==> src/hw/rtl/assert_macros.svh <==
// ---------------------------------------------------------------------------
// Assertion macros for the RTL
// ---------------------------------------------------------------------------
`ifndef ASSERT_MACROS_SVH
`define ASSERT_MACROS_SVH

// property checked on every rising edge outside reset
`define ASSERT_CLK(lbl, clk, rst_n, prop, msg) \
    lbl: assert property (@(posedge clk) disable iff (!rst_n) (prop)) else $error(msg);

// condition that must never be true outside reset
`define ASSERT_NEVER(lbl, clk, rst_n, cond, msg) \
    lbl: assert property (@(posedge clk) disable iff (!rst_n) !(cond)) else $error(msg);

`endif

==> src/hw/rtl/gpp_pkg.sv <==
// ---------------------------------------------------------------------------
// gpp_pkg
// Types and constants of the GBM price path step block.
// ---------------------------------------------------------------------------
`default_nettype none

package gpp_pkg;

    localparam int unsigned CFG_AW = 2;

    localparam logic [CFG_AW-1:0] CFG_DRIFT = 2'd0;
    localparam logic [CFG_AW-1:0] CFG_SCALE = 2'd1;
    localparam logic [CFG_AW-1:0] CFG_START = 2'd2;

    // ln 2 in Q8.24
    localparam logic [24:0] LN2 = 25'd11629080;
    // floor(2^52 / LN2), LN2 being the Q8.24 constant above
    localparam logic [28:0] K_RECIP = 29'((64'd1 << 52) / 64'd11629080);
    // 1.0 in Q2.30
    localparam logic [31:0] ONE_Q30 = 32'h4000_0000;
    localparam logic [3:0]  EXP_TERMS = 4'd12;

    typedef struct packed {
        logic signed [31:0] log_sum;
        logic               sat;
        logic               last;
    } t_gpp_item;

    localparam logic [63:0] RECIP_BASE = 64'd1 << 32;

    // floor(2^32 / n) for the Horner divisors, n = 2..12
    function automatic logic [31:0] recip(input logic [3:0] n);
        logic [31:0] v;
        case (n)
            4'd2:    v = 32'(RECIP_BASE / 64'd2);
            4'd3:    v = 32'(RECIP_BASE / 64'd3);
            4'd4:    v = 32'(RECIP_BASE / 64'd4);
            4'd5:    v = 32'(RECIP_BASE / 64'd5);
            4'd6:    v = 32'(RECIP_BASE / 64'd6);
            4'd7:    v = 32'(RECIP_BASE / 64'd7);
            4'd8:    v = 32'(RECIP_BASE / 64'd8);
            4'd9:    v = 32'(RECIP_BASE / 64'd9);
            4'd10:   v = 32'(RECIP_BASE / 64'd10);
            4'd11:   v = 32'(RECIP_BASE / 64'd11);
            4'd12:   v = 32'(RECIP_BASE / 64'd12);
            default: v = 32'hFFFF_FFFF;
        endcase
        return v;
    endfunction

endpackage

`default_nettype wire

==> src/hw/rtl/gpp_front.sv <==
// ---------------------------------------------------------------------------
// gpp_front
// Takes input items, scales the sample and updates the running log price.
// ---------------------------------------------------------------------------
`default_nettype none

module gpp_front (
    input  wire logic                        i_clk,
    input  wire logic                        i_rst_n,
    input  wire logic                        i_cfg_we,
    input  wire logic [gpp_pkg::CFG_AW-1:0]  i_cfg_addr,
    input  wire logic [31:0]                 i_cfg_wdata,
    input  wire logic                        i_push,
    output logic                             o_full,
    input  wire logic signed [15:0]          i_normal_sample,
    input  wire logic                        i_first_step,
    input  wire logic                        i_last_step,
    output logic                             o_q_push,
    output gpp_pkg::t_gpp_item               o_q_item,
    input  wire logic                        i_q_full
);

    typedef enum logic [1:0] {S_IDLE, S_MUL, S_SUM} t_state;

    t_state             r_state;
    logic signed [31:0] r_drift;
    logic [30:0]        r_scale;
    logic signed [31:0] r_start;
    logic signed [31:0] r_log;
    logic signed [15:0] r_sample;
    logic               r_first;
    logic               r_last;
    logic signed [47:0] r_prod;

    logic signed [47:0] n_round;
    logic signed [37:0] n_sum;
    logic signed [31:0] n_clip;
    logic               n_sat;

    always_comb begin
        n_round = (r_prod + 48'sd2048) >>> 12;
        n_sum   = 38'(r_first ? r_start : r_log) + 38'(r_drift) + 38'(n_round);
        n_sat   = 1'b0;
        n_clip  = n_sum[31:0];
        if (n_sum > 38'sh0_7FFF_FFFF) begin
            n_clip = 32'sh7FFF_FFFF;
            n_sat  = 1'b1;
        end else if (n_sum < -38'sh0_8000_0000) begin
            n_clip = 32'sh8000_0000;
            n_sat  = 1'b1;
        end
    end

    assign o_full           = (r_state != S_IDLE);
    assign o_q_push         = (r_state == S_SUM) && !i_q_full;
    assign o_q_item.log_sum = n_clip;
    assign o_q_item.sat     = n_sat;
    assign o_q_item.last    = r_last;

    always_ff @(posedge i_clk) begin
        if (!i_rst_n) begin
            r_state <= S_IDLE;
            r_drift <= '0;
            r_scale <= '0;
            r_start <= '0;
            r_log   <= '0;
        end else begin
            if (i_cfg_we) begin
                case (i_cfg_addr)
                    gpp_pkg::CFG_DRIFT: r_drift <= i_cfg_wdata;
                    gpp_pkg::CFG_SCALE: r_scale <= i_cfg_wdata[30:0];
                    gpp_pkg::CFG_START: r_start <= i_cfg_wdata;
                    default: ;
                endcase
            end
            case (r_state)
                S_IDLE: begin
                    if (i_push) begin
                        r_sample <= i_normal_sample;
                        r_first  <= i_first_step;
                        r_last   <= i_last_step;
                        r_state  <= S_MUL;
                    end
                end
                S_MUL: begin
                    r_prod  <= $signed({1'b0, r_scale}) * r_sample;
                    r_state <= S_SUM;
                end
                S_SUM: begin
                    if (!i_q_full) begin
                        r_log   <= n_clip;
                        r_state <= S_IDLE;
                    end
                end
                default: r_state <= S_IDLE;
            endcase
        end
    end

endmodule

`default_nettype wire

==> config.mk <==
export PLATFORM = sky130hd
export DESIGN_NAME = gpp_front
export DESIGN_NICKNAME = d
export VERILOG_FILES = /design/src/hw/rtl/assert_macros.svh /design/src/hw/rtl/gpp_pkg.sv /design/src/hw/rtl/gpp_front.sv
export SDC_FILE = /design/constraint.sdc
export NUM_CORES = 2
export LEC_CHECK = 0
export BUFFER_PORTS_ARGS = -buffer_cell sky130_fd_sc_hd__buf_4
export CORE_UTILIZATION = 55
export DETAILED_ROUTE_END_ITERATION = 6
export GPL_ROUTABILITY_DRIVEN = 0
export PLACE_DENSITY_LB_ADDON = 0.05
export SETUP_SLACK_MARGIN = 0.15
export SYNTH_ARGS = -nofsm -noshare
export SYNTH_HDL_FRONTEND = slang
export SYNTH_SLANG_ARGS = --single-unit
==> constraint.sdc <==
create_clock -name i_clk -period 8.8 [get_ports i_clk]
set_input_delay 0.44 -clock i_clk [delete_from_list [all_inputs] [get_ports i_clk]]
set_output_delay 0.44 -clock i_clk [all_outputs]
set_load 0.02 [all_outputs]
==> impl_metrics.csv <==
group,metric,value,unit
routing,vias,20224,
sta,finalCritPeriodShare,0.869,
clock_network,clockBufferDepth,2,
setup_path,critPathSlowestCell,"edfxtp_1",
floorplan,ios,93,
yosys,ys_warn_count,0,
clock_network,clock-root-buffer,"clkbuf_16",
sta,tightest_slew,1.21,ns
sta,max_freq,131,MHz
setup_path,path_class,"register to register",
yosys,synth_enable_flop_cells,55,
sta,drv_slew,0,
power_and_ir_drop,p_per_area,119,nW/µm²
yosys,netlist_instances,3067,
sta,hold_violations,0,
finish,multi_input_area,19400,µm²
power_and_ir_drop,total_power,3.38,mW
setup_path,arrival,7.87,ns
floorplan,fp.dieW,222,µm
place,post_dp_cell_area,27800,µm²
run_status,status,"finished clean",
floorplan,num_rows,80,
clock_network,holdBufCountCts,0,
floorplan,die-area,49200,µm²
yosys,ys.flop_type,"dfxtp_1",
clock_network,htree_levels,4,
routing,avgRoutedWirePerCell,19.3,µm
yosys,netlist_area,26600,µm²
clock_network,postCtsSetupBuffers,0,
setup_path,required,9.03,ns
power_and_ir_drop,switching_share,0.415,
setup_path,crit_chain,"buf_4 -> nand2_1 -> fa_1 -> fa_1 -> fa_1 -> fa_1 -> inv_1 -> fa_1 -> inv_1 -> fa_1 -> inv_1 -> ha_1 -> o21ai_0 -> o21ai_0 -> a211oi_1 -> nor3_1 -> o21ai_2 -> a21oi_2 -> a21oi_2 -> nor4_1 -> o21a_1 -> o21ai_0 -> a21oi_1",
place,port_buffers,92,
finish,stdcell_area,28400,µm²
routing,first_iter_violations,1615,
routing,vias_per_cell,5.46,
grt,grt_antenna_before_repair,0,
setup_path,slowest_delay,1.02,ns
power_and_ir_drop,seqPwrFrac,0.300,
power_and_ir_drop,p_comb_frac,0.461,
sta,rsz0062_at_grt,"no",
finish,num_antenna_cells,0,
clock_network,clk_pin_slew_worst_paths,0.09,ns
routing,dr.pass1.iters,5,
floorplan,initial_core_util,0.558,
grt,grt_first_pass_wirelength,116,mm
grt,gr-usage-met1,0.428,
finish,seqCellArea,4230,µm²
setup_path,crit_fanout,23,
grt,grt_start_max_net_pins,132,
grt,gr-total-overflow,0,
setup_path,critPathCaptureType,"register",
yosys,async_reset_ff_frac,0,
yosys,avgSynthCellArea,8.66,µm²
clock_network,cts_buffers,17,
power_and_ir_drop,vdd_drop_max,0.161,mV
place,hpwlAfterDp,56.2,mm
sta,finalSetupTns,0,ns
power_and_ir_drop,power_frac_clock,0.240,
power_and_ir_drop,p_switching,1.40,mW
finish,drive_above_1_share,0.0668,
yosys,synth_cell_types,76,
yosys,synthesis.nets,3750,
clock_network,post_cts_resized,0,
routing,drtAntennaViolNets,0,
yosys,synth_seq_cells,184,
clock_network,clock_sinks,184,
sta,setup_viol,0,
grt,use_met3,0.0530,
clock_network,clk-insertion-delay-late,0.49,ns
setup_path,start_kind,"register",
power_and_ir_drop,p_leak,13.3,nW
grt,grt_util_met2,0.480,
sta,max-slew-margin-rel,0.190,
setup_path,crit_path_frequent_cell,"fa_1",
sta,finalClockSkew,0.0259,ns
clock_network,cts_tree,"built",
routing,drcViolationCount,0,
grt,grt_util_all_layers,0.304,
floorplan,coreArea,47600,µm²
finish,nets,3756,
sta,period_needed,7.64,ns
setup_path,r2r_setup_slack,1.16,ns
finish,fillers,4323,
grt,grt_pass1_vias,21459,
routing,drt-total-wl,71.6,mm
yosys,ys_seq_area_frac,0.159,
finish,syn2layout_area_growth,6.79,%
power_and_ir_drop,intPower,1.98,mW
floorplan,die_y,222,µm
min_path,min-delay-path-class,"primary input to register",
flow_run,drv_cap,0,
grt,busiest_layer,"met2",
## cell families after synthesis
kind of cell,after synthesis,synth area share
flops,184,0.159
simple gates,981,0.171
compound gates,377,0.0949
xor+xnor,98,0.0323
buf+inv,767,0.110
fa+ha+maj,626,0.419
mux,34,0.0129
## cells in the final DEF, fill, tap and decap left out, types with 4 or more instances in the layout
cell type  instances
mux2i_1           32
xnor2_1           57
a211o_1            4
o21bai_1           8
fa_1             440
inv_6              6
or2_2              4
a21oi_1           80
nand3_1           31
a211oi_1           8
o21a_1            13
nor2_1            99
nor2b_1            9
o211ai_1          10
nor3_1            12
a21oi_2            4
xor2_1            41
nor4_1             5
o21ai_1           18
inv_1            613
and3_1            16
o31ai_1            5
a21boi_0          98
and2_1           215
and4_1             5
a31oi_1            7
nand2_1          536
nand4_1           17
clkinv_2           4
edfxtp_1          55
ha_1             186
o21ai_0           69
buf_4            139
a21o_1            18
clkbuf_16         17
nand2b_1          12
dfxtp_1          129
## flip-flops by register name, summed over array words and instances, names as in the netlist
| register | flops |
|---|---|
| r_state | 2 |
| r_prod | 37 |
| r_drift | 32 |
| r_scale | 31 |
| r_log | 32 |
| r_start | 32 |
| r_last | 1 |
| r_first | 1 |
| r_sample | 16 |
## metrics by stage
stage | hold WS [ns] | util | worst slack [ns] | instances
global route | 0.0942 | 0.595 | 0.788 | 3701
global placement | 0.454 | 0.583 | 1.35 | 3669
finish | 0.115 | 0.595 | 1.16 | 3701
detailed placement | 0.462 | 0.583 | 1.16 | 3669
floorplan | 0.440 | - | 2.23 | 3067
CTS | 0.0846 | 0.595 | 1.13 | 3701
## synthesized netlist by cell type (5+ instances only)
| library cell | instances | area share |
|---|---|---|
| and2_1 | 215 | 0.051 |
| clkbuf_1 | 122 | 0.017 |
| buf_2 | 21 | 0.0040 |
| nand3_1 | 31 | 0.0058 |
| nor2_1 | 100 | 0.014 |
| o21ai_1 | 18 | 0.0034 |
| o21bai_1 | 8 | 0.0023 |
| nand4_1 | 17 | 0.0040 |
| o211ai_1 | 10 | 0.0028 |
| a21boi_0 | 98 | 0.028 |
| edfxtp_1 | 55 | 0.062 |
| inv_1 | 613 | 0.087 |
| nor3_1 | 12 | 0.0023 |
| o21a_1 | 13 | 0.0037 |
| xnor2_1 | 57 | 0.019 |
| nand2b_1 | 12 | 0.0028 |
| nor2b_1 | 9 | 0.0021 |
| nand2_1 | 536 | 0.076 |
| and4_1 | 5 | 0.0016 |
| a21oi_1 | 80 | 0.015 |
| a31oi_1 | 7 | 0.0016 |
| mux2i_1 | 32 | 0.012 |
| o31ai_1 | 5 | 0.0014 |
| a21o_1 | 18 | 0.0051 |
| dfxtp_1 | 129 | 0.097 |
| and3_1 | 16 | 0.0038 |
| ha_1 | 186 | 0.088 |
| a211oi_1 | 8 | 0.0023 |
| xor2_1 | 41 | 0.014 |
| o21ai_0 | 69 | 0.013 |
| fa_1 | 440 | 0.33 |
| nor4_1 | 5 | 0.0012 |
## routing by layer
layer / part of all wire / vias to the layer above
li1: - / 9375
met1: 0.46 / 10059
met2: 0.45 / 684
met3: 0.065 / 106
met4: 0.028 / 0
met5: 0 / -
## critical path, delay by kind of cell, from the launching register on
kind	cells	cell delay [ns]
AO/OA/AOI/OAI	9	2.20
AND/OR/NAND/NOR	3	0.34
adder cells (fa/ha/maj)	7	3.36
flip-flops	1	1.02
buffers and inverters	4	0.45
## worst paths after layout
check | start | end | depth (start not counted)
min reg2reg | r_drift[21]$_SDFFE_PN0P_ | r_drift[21]$_SDFFE_PN0P_ | 2
max reg2reg | r_sample[3]$_DFFE_PP_ | r_prod[46]$_DFFE_PP_ | 23
max | r_sample[3]$_DFFE_PP_ | r_prod[46]$_DFFE_PP_ | 23
min | i_normal_sample[12] | r_sample[12]$_DFFE_PP_ | 1
## power groups by stage
stage	sequential [mW]	clock, mW	combinational (mW)
6_report	1.01	0.810	1.56
5_1_grt	1.02	0.862	1.75
4_1_cts	1.01	0.830	1.55
3_5_place_dp	1.03	0	1.54
3_3_place_gp	1.03	0	1.51
2_1_floorplan	0.991	0	1.12
## layout make-up
cell class              instances  area share
clock buffers                  17      0.0150
clock inverters                15     0.00573
inverters                     615      0.0814
multi-input cells            2116       0.685
flip-flops and latches        184       0.149
well taps                     615      0.0271
repair buffers                139      0.0368
No activity file was read; power rests on OpenSTA's default activity.
