<file path="src/hw/rtl/assert_macros.svh">
// ---------------------------------------------------------------------------
// Assertion macros for the RTL
// ---------------------------------------------------------------------------
`ifndef ASSERT_MACROS_SVH
`define ASSERT_MACROS_SVH

// property checked on every rising edge outside reset
`define ASSERT_CLK(lbl, clk, rst_n, prop, msg) \
    lbl: assert property (@(posedge clk) disable iff (!rst_n) (prop)) else $error(msg);

// condition that must never be true outside reset
`define ASSERT_NEVER(lbl, clk, rst_n, cond, msg) \
    lbl: assert property (@(posedge clk) disable iff (!rst_n) !(cond)) else $error(msg);

`endif

</file>
<file path="src/hw/rtl/gpp_pkg.sv">
// ---------------------------------------------------------------------------
// gpp_pkg
// Types and constants of the GBM price path step block.
// ---------------------------------------------------------------------------
`default_nettype none

package gpp_pkg;

    localparam int unsigned CFG_AW = 2;

    localparam logic [CFG_AW-1:0] CFG_DRIFT = 2'd0;
    localparam logic [CFG_AW-1:0] CFG_SCALE = 2'd1;
    localparam logic [CFG_AW-1:0] CFG_START = 2'd2;

    // ln 2 in Q8.24
    localparam logic [24:0] LN2 = 25'd11629080;
    // floor(2^52 / LN2), LN2 being the Q8.24 constant above
    localparam logic [28:0] K_RECIP = 29'((64'd1 << 52) / 64'd11629080);
    // 1.0 in Q2.30
    localparam logic [31:0] ONE_Q30 = 32'h4000_0000;
    localparam logic [3:0]  EXP_TERMS = 4'd12;

    typedef struct packed {
        logic signed [31:0] log_sum;
        logic               sat;
        logic               last;
    } t_gpp_item;

    localparam logic [63:0] RECIP_BASE = 64'd1 << 32;

    // floor(2^32 / n) for the Horner divisors, n = 2..12
    function automatic logic [31:0] recip(input logic [3:0] n);
        logic [31:0] v;
        case (n)
            4'd2:    v = 32'(RECIP_BASE / 64'd2);
            4'd3:    v = 32'(RECIP_BASE / 64'd3);
            4'd4:    v = 32'(RECIP_BASE / 64'd4);
            4'd5:    v = 32'(RECIP_BASE / 64'd5);
            4'd6:    v = 32'(RECIP_BASE / 64'd6);
            4'd7:    v = 32'(RECIP_BASE / 64'd7);
            4'd8:    v = 32'(RECIP_BASE / 64'd8);
            4'd9:    v = 32'(RECIP_BASE / 64'd9);
            4'd10:   v = 32'(RECIP_BASE / 64'd10);
            4'd11:   v = 32'(RECIP_BASE / 64'd11);
            4'd12:   v = 32'(RECIP_BASE / 64'd12);
            default: v = 32'hFFFF_FFFF;
        endcase
        return v;
    endfunction

endpackage

`default_nettype wire

</file>
<file path="src/hw/rtl/gpp_queue.sv">
// ---------------------------------------------------------------------------
// gpp_queue
// Two-entry queue of log sums between the front and the exp unit.
// ---------------------------------------------------------------------------
`default_nettype none

module gpp_queue (
    input  wire logic               i_clk,
    input  wire logic               i_rst_n,
    input  wire logic               i_push,
    input  gpp_pkg::t_gpp_item      i_item,
    output logic                    o_full,
    input  wire logic               i_pop,
    output gpp_pkg::t_gpp_item      o_item,
    output logic                    o_empty
);

    gpp_pkg::t_gpp_item r_mem [2];
    logic               r_wp;
    logic               r_rp;
    logic [1:0]         r_cnt;

    assign o_full  = (r_cnt == 2'd2);
    assign o_empty = (r_cnt == 2'd0);
    assign o_item  = r_mem[r_rp];

    always_ff @(posedge i_clk) begin
        if (i_push) r_mem[r_wp] <= i_item;
    end

    always_ff @(posedge i_clk) begin
        if (!i_rst_n) begin
            r_wp  <= 1'b0;
            r_rp  <= 1'b0;
            r_cnt <= '0;
        end else begin
            if (i_push) r_wp <= ~r_wp;
            if (i_pop)  r_rp <= ~r_rp;
            r_cnt <= r_cnt + 2'(i_push) - 2'(i_pop);
        end
    end

endmodule

`default_nettype wire

</file>
<file path="config.mk">
export PLATFORM = sky130hd
export DESIGN_NAME = gpp_queue
export DESIGN_NICKNAME = d
export VERILOG_FILES = /design/src/hw/rtl/assert_macros.svh /design/src/hw/rtl/gpp_pkg.sv /design/src/hw/rtl/gpp_queue.sv
export SDC_FILE = /design/constraint.sdc
export NUM_CORES = 1
export LEC_CHECK = 0
export ABC_AREA = 1
export BUFFER_PORTS_ARGS = -buffer_cell sky130_fd_sc_hd__buf_2
export CORE_MARGIN = 2
export CORE_UTILIZATION = 28
export CTS_CLUSTER_SIZE = 28
export DETAILED_ROUTE_END_ITERATION = 16
export MAX_ROUTING_LAYER = met4
export SYNTH_ARGS = -nofsm -noshare
export SYNTH_HDL_FRONTEND = slang
export SYNTH_SLANG_ARGS = --single-unit
export TNS_END_PERCENT = 10
</file>
<file path="constraint.sdc">
create_clock -name i_clk -period 5.2 [get_ports i_clk]
set_clock_uncertainty 0.2 [all_clocks]
set_input_delay 0.26 -clock i_clk [delete_from_list [all_inputs] [get_ports i_clk]]
set_output_delay 0.26 -clock i_clk [all_outputs]
set_load 0.02 [all_outputs]
</file>
==> results of run 1 <==
routing by layer:
| metal | vias up | GRT usage (%) | wire, um |
|---|---|---|---|
| li1 | 755 | - | - |
| met5 | - | - | 0 |
| met2 | 47 | 16.2 | 2590 |
| met4 | 0 | 5.43 | 72 |
| met3 | 10 | 4.05 | 302 |
| met1 | 732 | 9.23 | 2000 |
critical path: cells and delay by family, from the launching register on:
family | cells | cell delay [ns]
flip-flops | 1 | 1.11
multiplexers | 1 | 0.43
buffers and inverters | 1 | 0.16
cell type report:
cell class | count | area (um2)
fillers | 961 | 5960
flip-flops and latches | 73 | 2140
repair buffers | 111 | 743
multi-input cells | 55 | 602
well taps | 133 | 166
clock buffers | 12 | 135
clock inverters | 4 | 43.8
inverters | 7 | 26.3
metrics by stage:
step	cells	power [mW]	utilization, %
final	395	1.28	39.3
after global routing	395	1.34	39.3
after CTS	395	1.30	39.3
after detailed placement	342	0.865	33.7
after global placement	342	0.861	33.7
after floorplan	139	0.815	-
cell families (layout without fill, tap and decap cells):
| logic type | Yosys count | count (layout) | synth area share, % |
|---|---|---|---|
| DFF | 73 | 73 | 75.6 |
| adders and majority gates | 2 | 2 | 0.883 |
| buffers and inverters | 11 | 134 | 3.44 |
| AOI/OAI and AO/OA | 1 | 1 | 0.176 |
| muxes | 34 | 34 | 17.5 |
| and+or+nand+nor | 18 | 18 | 2.43 |
power groups by stage:
stage / Clock (mW) / Combinational (mW) / Sequential, mW
6_report: 0.410 / 0.172 / 0.698
5_1_grt: 0.453 / 0.184 / 0.702
4_1_cts: 0.430 / 0.175 / 0.699
3_5_place_dp: 0 / 0.153 / 0.712
3_3_place_gp: 0 / 0.151 / 0.710
2_1_floorplan: 0 / 0.116 / 0.699
flip-flops by register name, summed over array words and instances (netlist names), named ones only:
register and cells:
r_cnt 2, r_mem 68, r_rp 1, r_wp 1
repair_timing:
action                     4_1_cts  5_1_grt
hold buffers                    37        0
hold endpoints to repair        73        0
setup endpoints to repair        0        0
synth_stat cells, drive strengths merged:
cell     n
edfxtp  68
mux2    34
nor2     9
nand2    8
inv      7
dfxtp    5
buf      4
ha       2
a21oi    1
nand3    1
worst paths after layout:
kind         slack, ns         startpoint                     end
max               2.69           register               o_item[0]
max reg2reg       3.30  r_wp$_SDFFE_PN0P_  r_mem[1][28]$_DFFE_PP_
min               0.30  r_rp$_SDFFE_PN0P_                register
min reg2reg       0.30  r_rp$_SDFFE_PN0P_                register
==> flow_summary.json, run 1 <==
{
  "crit_arrival_ns": 2.05,
  "yosysUniqueCellTypes": 12,
  "rsz0062_at_grt": "no",
  "maxCapViolations": 0,
  "drive_gt1_share_pct": 46.6,
  "hold_path_class": "register to register",
  "die_h_um": 105,
  "final_common_cell": "buf_2",
  "ys_seq_area_share_pct": 75.6,
  "via_per_inst": 3.91,
  "cts.repair.resized": 0,
  "period_needed_ns": 2.51,
  "drt_iter0_drc": 42,
  "routed_wl_mm": 4.97,
  "status": "completed",
  "clkPwrFrac_pct": 32.1,
  "power_switching_mw": 0.294,
  "fmax_ghz": 0.398,
  "mostFrequentLayoutCells": "buf_2 (73), edfxtp_1 (68), dlygate4sd3_1 (37)",
  "rows": 36,
  "switching_share_pct": 22.9,
  "drc_errors": 0,
  "synthToLayoutAreaGrowth_pct": 36.2,
  "cts_buffer_depth": 2,
  "cp_slowest_stage_delay_ns": 1.11,
  "start_kind": "register",
  "slew_viol_final": 0,
  "critical_path_class": "register to output pin",
  "die_x_um": 105,
  "wl_per_cell_um": 12.6,
  "clkSlewWorstSetupHoldPaths_ns": 0.07,
  "firstDrtPassIters": 4,
  "antenna_found_initial": 0,
  "dpl_cell_area_um2": 3310,
  "hold_path_depth": 2,
  "yosysTopAreaCellShare_pct": 72.1,
  "port-buffer-count": 73,
  "synth_area_leaders": "edfxtp_1 (72%), mux2_4 (16%), dfxtp_1 (3.5%), buf_12 (2.1%), mux2_2 (1.6%)",
  "grt_pass1_wl_mm": 7.51,
  "final-setup-viol-count": 0,
  "pwr-share-seq_pct": 54.5,
  "cts_tree": "built",
  "vdd_ir_drop_max_v": 0.000131,
  "hold_viol": 0,
  "holdWs_ns": 0.304,
  "grt_use_total_pct": 9.58,
  "die-area_um2": 10900,
  "finalNetCount": 297,
  "share_comb_of_total_power_pct": 13.4,
  "pre_cts_slack_ns": 3.00,
  "grt_pass1_vias": 1610,
  "synth_seq_cells": 73,
  "cts_setup_buffers": 0,
  "setup.worst_path.end_class": "output pin",
  "synth_top_cell_by_area": "edfxtp_1",
  "cp_cell_sequence": "mux2_2, buf_2",
  "finalSetupTns_ns": 0,
  "powerDensity_nw_per_um2": 332,
  "worstMarginPinSlew_ns": 1.16,
  "syn_area_per_cell_um2": 20.4,
  "p_leak_nw": 1.55,
  "ios": 74,
  "insertion_delay_ns": 0.34,
  "power.internal_mw": 0.987,
  "globalRouteOverflowTotal": 0,
  "gp_congestion": 0.605,
  "htree_levels": 3,
  "slowest_stage": "dfxtp_2",
  "design_area_um2": 3860,
  "ant_nets": 0,
  "netlist_area_um2": 2830,
  "coreArea_um2": 9820,
  "dp_hpwl_mm": 2.96,
  "relSlewSlack_pct": 22.4,
  "root_buffer": "clkbuf_8",
  "worstPathRequired_ns": 4.74,
  "cts_made_buffers": 9,
  "initial_core_util_pct": 28.9,
  "cp_max_fo": 34,
  "fin_ws_ns": 2.69,
  "synthesis.nets": 179,
  "syn-instance-count": 139,
  "diodes": 0,
  "vias": 1544,
  "cts_sinks": 73,
  "ys_warn_count": 0,
  "r2r_cells": 3,
  "grt_max_degree": 35,
  "fin_crit_sh_pct": 48.3
}
Power figures use the tool's default switching activity.
==> run 2, diff against run 1 <==
==> constraint.sdc (replaced) <==
create_clock -name i_clk -period 2.03 [get_ports i_clk]
set_clock_uncertainty 0.2 [all_clocks]
set_input_delay 0.1015 -clock i_clk [delete_from_list [all_inputs] [get_ports i_clk]]
set_output_delay 0.1015 -clock i_clk [all_outputs]
set_load 0.02 [all_outputs]
==> run 2 against run 1 <==
Effect of this change: worst setup slack worse by 2.6 ns; critical path depth up 6; non-clock buffer count up 6; wire length up 0.60%; sequential share of layout area down 0.43 points; cell count up 1.5%; utilization up 0.31 points; first-iteration DRC count down 31%; clock-buffer cell count up 2; sequential power rose to 2.5 times the previous value; largest power group unchanged.
==> flow_summary.json, run 2 (synthesized netlist as in run 1, its figures left out) <==
{
  "dp_hpwl_mm": 3.25,
  "via_per_inst": 3.84,
  "wl_per_cell_um": 12.5,
  "cp_max_fo": 3,
  "largest_reg_flops": 68,
  "mostFrequentLayoutCells": "buf_2 (73), edfxtp_1 (68), dlygate4sd3_1 (38)",
  "antenna_found_initial": 0,
  "maxCapViolations": 0,
  "hold_path_class": "input port to register",
  "port-buffer-count": 73,
  "fmax_ghz": 0.517,
  "grt_pass1_vias": 1579,
  "cts_made_buffers": 9,
  "slowest_stage": "dlygate4sd3_1",
  "globalRouteOverflowTotal": 0,
  "holdWs_ns": 0.288,
  "ios": 74,
  "critical_path_class": "input port to register",
  "insertion_delay_ns": 0.33,
  "ant_nets": 0,
  "routed_wl_mm": 5.00,
  "die_h_um": 105,
  "htree_levels": 3,
  "coreArea_um2": 9820,
  "cp_cell_sequence": "dlygate4sd3_1, buf_2, ha_1, inv_1, ha_1, nand2_1, dlygate4sd3_1, inv_1",
  "gp_congestion": 0.665,
  "diodes": 0,
  "cts_buffer_depth": 2,
  "final_common_cell": "buf_2",
  "fin_ws_ns": 0.0975,
  "worstMarginPinSlew_ns": 0.334,
  "vdd_ir_drop_max_v": 0.000306,
  "status": "completed",
  "hold_path_depth": 2,
  "grt_pass1_wl_mm": 7.66,
  "grt_use_total_pct": 9.74,
  "top_register": "r_mem",
  "grt_max_degree": 18,
  "drive_gt1_share_pct": 47.0,
  "reg_top3": "r_mem x68, r_cnt x2",
  "p_total_mw": 3.18,
  "r2r_cells": 7,
  "worstPathRequired_ns": 2.06,
  "initial_core_util_pct": 28.9,
  "cts.repair.resized": 0,
  "hold_viol": 0,
  "cts_tree": "built",
  "rows": 36,
  "vias": 1541,
  "crit_arrival_ns": 1.96,
  "fin_crit_sh_pct": 95.2,
  "cts_sinks": 73,
  "rsz0062_at_grt": "no",
  "firstDrtPassIters": 4,
  "clkSlewWorstSetupHoldPaths_ns": 0.07,
  "root_buffer": "clkbuf_8",
  "powerDensity_nw_per_um2": 818,
  "die-area_um2": 10900,
  "die_x_um": 105,
  "finalSetupTns_ns": 0,
  "rrSetupSlack_ns": 0.15,
  "finalNetCount": 303,
  "synthToLayoutAreaGrowth_pct": 37.3,
  "start_kind": "input port",
  "drt_iter0_drc": 29,
  "drc_errors": 0,
  "relSlewSlack_pct": 77.7,
  "final-setup-viol-count": 0,
  "cts_setup_buffers": 0,
  "finish.utilization_pct": 39.6,
  "cp_slowest_stage_delay_ns": 0.54,
  "p_leak_nw": 1.57,
  "setup.worst_path.end_class": "register",
  "pre_cts_slack_ns": 0.541,
  "slew_viol_final": 0,
  "period_needed_ns": 1.93
}
## run 2: changes by cell type in the layout (fill, tap and decap cells not counted), sizes merged
cell         previous run  this run
dlygate4sd3            37        38
buf                    74        79
bufinv                  1         0
clkinv                  4         3
clkbuf                 12        14
## run 2: metrics by stage
stage / instances / instance area (um2)
6_report: 401 / 3890
5_1_grt: 401 / 3890
3_3_place_gp: 347 / 3350
3_5_place_dp: 347 / 3350
2_1_floorplan: 139 / 2840
4_1_cts: 401 / 3890
## run 2: where the power goes
group          internal (mW)  switching, mW
clock network          0.473          0.467
registers               1.74         0.0232
logic                  0.237          0.243
total                   2.45          0.733
## run 2: cell type report
class | count | area [um2]
fill | 986 | 5930
sequential | 73 | 2140
timing repair buffer | 117 | 791
multi-input combinational | 55 | 602
tap | 133 | 166
clock buffer | 14 | 153
inverter | 7 | 26.3
clock inverter | 2 | 8.76
## run 2: final timing paths
path	to	from
worst max-delay path	r_cnt[0]$_SDFF_PN0_	i_pop
worst max register to register	r_cnt[0]$_SDFF_PN0_	r_cnt[0]$_SDFF_PN0_
worst min-delay path	r_mem[0][14]$_DFFE_PP_	i_item[14]
worst min register to register	r_rp$_SDFFE_PN0P_	r_rp$_SDFFE_PN0P_
## run 2: metal layers
metal / part of all wire, % / up-vias / track usage [%]
met1: 42 / 721 / 10.6
met3: 4.7 / 7 / 2.62
met4: 2.1 / 0 / 6.57
met2: 51 / 47 / 15.6
met5: 0 / - / -
li1: - / 766 / -
## run 2: timing repair
item,CTS,global route
hold buffers,38,0
endpoints found under the setup margin,0,0
endpoints found under the hold margin,73,0
## run 2: critical path, delay by kind of cell
kind                       cells  cell delay, ns
buffers and inverters          5            1.29
adders and majority gates      2            0.53
and+or+nand+nor                1            0.06
